`src/rtl/spm_pkg.sv`:
```
// Shared types and constants for the sparse polynomial multiplier.
// No dependencies.
package spm_pkg;
  localparam int A_TERMS = 8;
  localparam int B_TERMS = 8;
  localparam int PRODUCT_TERMS = 64;
  localparam int AW = $clog2(A_TERMS);
  localparam int BW = $clog2(B_TERMS);
  localparam int PW = $clog2(PRODUCT_TERMS);

  typedef enum logic [1:0] {
    CMD_LOAD_A  = 2'd0,
    CMD_LOAD_B  = 2'd1,
    CMD_COMPUTE = 2'd2,
    CMD_CLEAR   = 2'd3
  } cmd_t;

  typedef enum logic [3:0] {
    ST_IDLE, ST_RDOP, ST_MUL, ST_RND, ST_SCAN, ST_ADD, ST_SHDN_RD, ST_SHDN_WR,
    ST_SHUP_RD, ST_SHUP_WR, ST_NEXT, ST_EMIT_RD, ST_EMIT
  } state_t;

  // Round a Q32.32 product to Q16.16, nearest, ties away from zero, saturate.
  function automatic logic signed [31:0] qround(input logic signed [63:0] p);
    logic        neg;
    logic [63:0] m;
    logic [64:0] r;
    neg = p[63];
    m   = neg ? (64'd0 - p) : p;
    m   = (m + 64'd32768) >> 16;
    if (!neg) begin
      r = {1'b0, m};
      qround = (m > 64'h7FFF_FFFF) ? 32'sh7FFF_FFFF : m[31:0];
    end else begin
      r = {1'b0, m};
      qround = (r > 65'h8000_0000) ? 32'sh8000_0000 : 32'(0 - m[31:0]);
    end
  endfunction

  function automatic logic signed [31:0] sat_add(input logic signed [31:0] x,
                                                 input logic signed [31:0] y);
    logic signed [32:0] s;
    s = 33'(x) + 33'(y);
    if (s > 33'sh0_7FFF_FFFF) sat_add = 32'sh7FFF_FFFF;
    else if (s < -33'sh0_8000_0000) sat_add = 32'sh8000_0000;
    else sat_add = s[31:0];
  endfunction
endpackage

```
`src/rtl/spm_acc_ram.sv`:
```
// Accumulator store: one write port, one registered read port.
// Depends on spm_pkg.
module spm_acc_ram import spm_pkg::*; (
  input  logic               clk,
  input  logic               we,
  input  logic [PW-1:0]      waddr,
  input  logic [47:0]        wdata,
  input  logic [PW-1:0]      raddr,
  output logic [47:0]        rdata
);
  logic [47:0] mem [PRODUCT_TERMS];
  always_ff @(posedge clk) begin
    if (we) mem[waddr] <= wdata;
    rdata <= mem[raddr];
  end
endmodule

```
`config.mk`:
```
export PLATFORM = sky130hd
export DESIGN_NAME = spm_acc_ram
export DESIGN_NICKNAME = d
export VERILOG_FILES = /design/src/rtl/spm_pkg.sv /design/src/rtl/spm_acc_ram.sv
export SDC_FILE = /design/constraint.sdc
export NUM_CORES = 2
export LEC_CHECK = 0
export BUFFER_PORTS_ARGS = -buffer_cell sky130_fd_sc_hd__buf_2
export CORE_ASPECT_RATIO = 1.5
export CORE_MARGIN = 2
export CORE_UTILIZATION = 50
export DETAILED_ROUTE_END_ITERATION = 6
export PLACE_DENSITY_LB_ADDON = 0.3
export SKIP_LAST_GASP = 1
export SLEW_MARGIN = 20
export SYNTH_ARGS = -nofsm -noshare
export SYNTH_HDL_FRONTEND = slang
export SYNTH_SLANG_ARGS = --single-unit
```
`constraint.sdc`:
```
create_clock -name clk -period 4.6 [get_ports clk]
set_input_delay 0.46 -clock clk [delete_from_list [all_inputs] [get_ports clk]]
set_output_delay 0.46 -clock clk [all_outputs]
set_load 0.01 [all_outputs]
```
==> flow_summary.yaml <==
outcome:
  status: "finished with violations"
  violations: "design-rule violations"
detailed_routing:
  drc: 1
  dr_wl_met2_microns: 164000
  top_layer: "met5"
  vias_per_cell: 6.53
  first_pass_iters: 7
  ant_nets: 0
  drt-total-wl_microns: 311000
  routedWlPerCell_microns: 36.2
  num_vias: 56100
  met3_length_microns: 25300
  drt_iter0_drc: 6646
  m1WireLength_microns: 108000
critical_path:
  worstSetupEndpointType: "flop"
  rr_worst_depth: 5
  reg2reg_from: "mem[45][26]"
  start_kind: "input port"
  crit_type: "input port to flop"
  crit_arrival_ns: 2.98
  crit_fanout: 21
  r2r_slack_ns: 2.58
  worstPathRequired_ns: 5.11
  regToRegEndpoint: "rdata[26]"
logic_synthesis:
  netlist_area_sq_mm: 0.117
  synth_top_cell_by_area: "edfxtp_1"
  synth.area.top_cells: "edfxtp_1 79%, mux4_2 14%, dfxtp_1 0.82%"
  synth_fp_nets: 5032
  yosysSeqAreaShare: 0.796
  synth_cell_types: 36
  synth_edf_count: 3072
  synth-main-ff-cell: "edfxtp_1"
  netlist_instances: 4970
  yosysWarningCount: 0
  async_reset_ff_frac: 0
  ys_seq_elements: 3120
  synth_top_area_frac: 0.788
  syn_area_per_cell_sq_um: 23.6
global_route:
  grt_pass1_vias: 57200
  antenna_found_initial: 23
  grt_pass1_wl_microns: 436000
  track_usage: 0.262
  grt_max_degree: 84
  overflow: 0
clock_network:
  cts_tree: "done"
  clock-sinks: 3120
  numCtsBuffers: 277
  clockBufferDepth: 4
  cts_root_buf: "clkbuf_16"
  postCtsHoldBufs: 0
  clkTransAtPathRegs_ns: 0.06
  insertion_delay_ns: 0.84
  htree_levels: 5
  post_cts_buffers: 0
  cts_resized: 0
worst_hold_path:
  holdCritStartpoint: "wdata[47]"
  worstHoldPathType: "input port to flop"
  hold_depth: 1
  holdPathEnd: "mem[63][47]"
layout:
  n_fill_cell: 16600
  drive_gt1_frac: 0.283
  area_growth_pct: 12.7
  nets: 5367
  layout_common_cells: "3072 x edfxtp_1, 754 x mux4_2, 286 x clkbuf_16, 183 x buf_4, 122 x o22ai_1"
  stdcell_count: 8587
  layout_commonest_cell: "edfxtp_1"
sta:
  setup-tns-final_ns: 0
  rsz0062_at_grt: "no"
  tightest_slew_ns: 1.11
  slew_headroom: 0.256
  setup-violations-final: 0
  fmax_mhz: 406
  timing_hold_violations_final: 0
  period_needed_ns: 2.46
  timing.final.crit_share: 0.535
  skew_ns: 0.0451
  holdWs_ns: 0.0500
  finalMaxSlewViolations: 0
placed_design:
  placed_cells: 8090
  dp_hpwl_microns: 175000
  io_buffers: 109
  gp_congestion: 0.801
power_and_ir_drop:
  switching_power_mw: 11.9
  ir_drop_v: 0.000281
  cellInternalPower_mw: 44.9
  seqPwrFrac: 0.557
  p_per_area_mw_per_mm2: 430
  clkPwrFrac: 0.394
  pwr-share-comb: 0.049
  leakagePower_nw: 40.7
  sw_frac_of_total: 0.209
die:
  rows: 217
  die-area_sq_mm: 0.238
  fp.dieH_microns: 597
  die_x_microns: 399
  initial_utilization: 0.503
  pin_count: 110
  fp.coreArea_sq_mm: 0.233
flow_run:
  drv_cap: 0
[metrics by stage]
step | setup WS [ns] | util | total power [mW] | instance area (sq um)
after floorplan | 0.794 | - | 33.7 | 117000
after global placement | 1.27 | 0.529 | 35.0 | 123000
after detailed placement | 1.25 | 0.529 | 35.0 | 123000
after CTS | 2.10 | 0.566 | 57.1 | 132000
after global routing | 2.04 | 0.566 | 58.3 | 132000
final | 2.14 | 0.566 | 56.8 | 132000
[routing by layer]
metal / up-vias / global-route usage
met1: 30500 / 0.326
li1: 22100 / -
met2: 2790 / 0.459
met3: 637 / 0.0460
met4: 12 / 0.0978
met5: - / 0
[sequential cells by signal, indices dropped and copies added (netlist names)]
| signal | flops |
|---|---|
| mem | 3072 |
| rdata | 48 |
[cell usage after synthesis (4+ instances only)]
library cell / instances
a211oi_1: 32
a21oi_1: 74
a221oi_1: 83
a22o_1: 57
a22oi_1: 72
a311oi_1: 11
a31o_2: 5
buf_1: 12
buf_2: 98
buf_4: 62
buf_6: 11
clkbuf_1: 98
dfxtp_1: 48
edfxtp_1: 3072
mux2_2: 12
mux2i_1: 63
mux4_2: 754
nand2_1: 55
nand2b_1: 10
nand3_1: 7
nand3b_1: 5
nor2_1: 132
nor2b_1: 24
o221ai_1: 28
o22ai_1: 122
or3b_2: 4
[critical path, cell delays in order]
cell and delay [ns]:
buf_2 0.19, nor2b_1 0.31, nand3_1 0.59, nor2_4 1.06, buf_12 0.31
[worst max path at each step]
| stage | start | end | slack [ns] | cells after the start |
|---|---|---|---|---|
| floorplan | waddr[5] | mem[39][0] | 0.79 | 4 |
| global placement | raddr[0] | rdata[21] | 1.27 | 7 |
| detailed placement | raddr[0] | rdata[21] | 1.25 | 7 |
| CTS | raddr[0] | rdata[21] | 2.10 | 7 |
| global route | raddr[0] | rdata[21] | 2.04 | 7 |
| finish | we | mem[6][10] | 2.14 | 5 |
[area by class of cell]
cell class / instances / area, sq um / share of cell area
Tap cell: 3066 / 3840 / 0.0291
Timing Repair Buffer: 338 / 3360 / 0.0255
Multi-Input combinational cell: 1568 / 22900 / 0.174
Clock inverter: 133 / 1080 / 0.00821
Clock buffer: 355 / 7500 / 0.0568
Sequential cell: 3120 / 93200 / 0.706
Antenna cell: 7 / 17.5 / 0.000133
[power by group through the flow]
stage          clock [mW]  sequential, mW  combinational [mW]
3_5_place_dp            0            32.3                2.78
3_3_place_gp            0            32.3                2.73
2_1_floorplan           0            32.2                1.50
5_1_grt              23.7            31.6                2.93
4_1_cts              22.7            31.6                2.79
6_report             22.4            31.6                2.77
[logic make-up after synthesis]
logic type | share of synthesized area
compound gates | 0.0302
simple gates | 0.00957
flops | 0.796
mux | 0.152
buf+inv | 0.0128
Note: power is estimated with default switching activity, not from simulation.
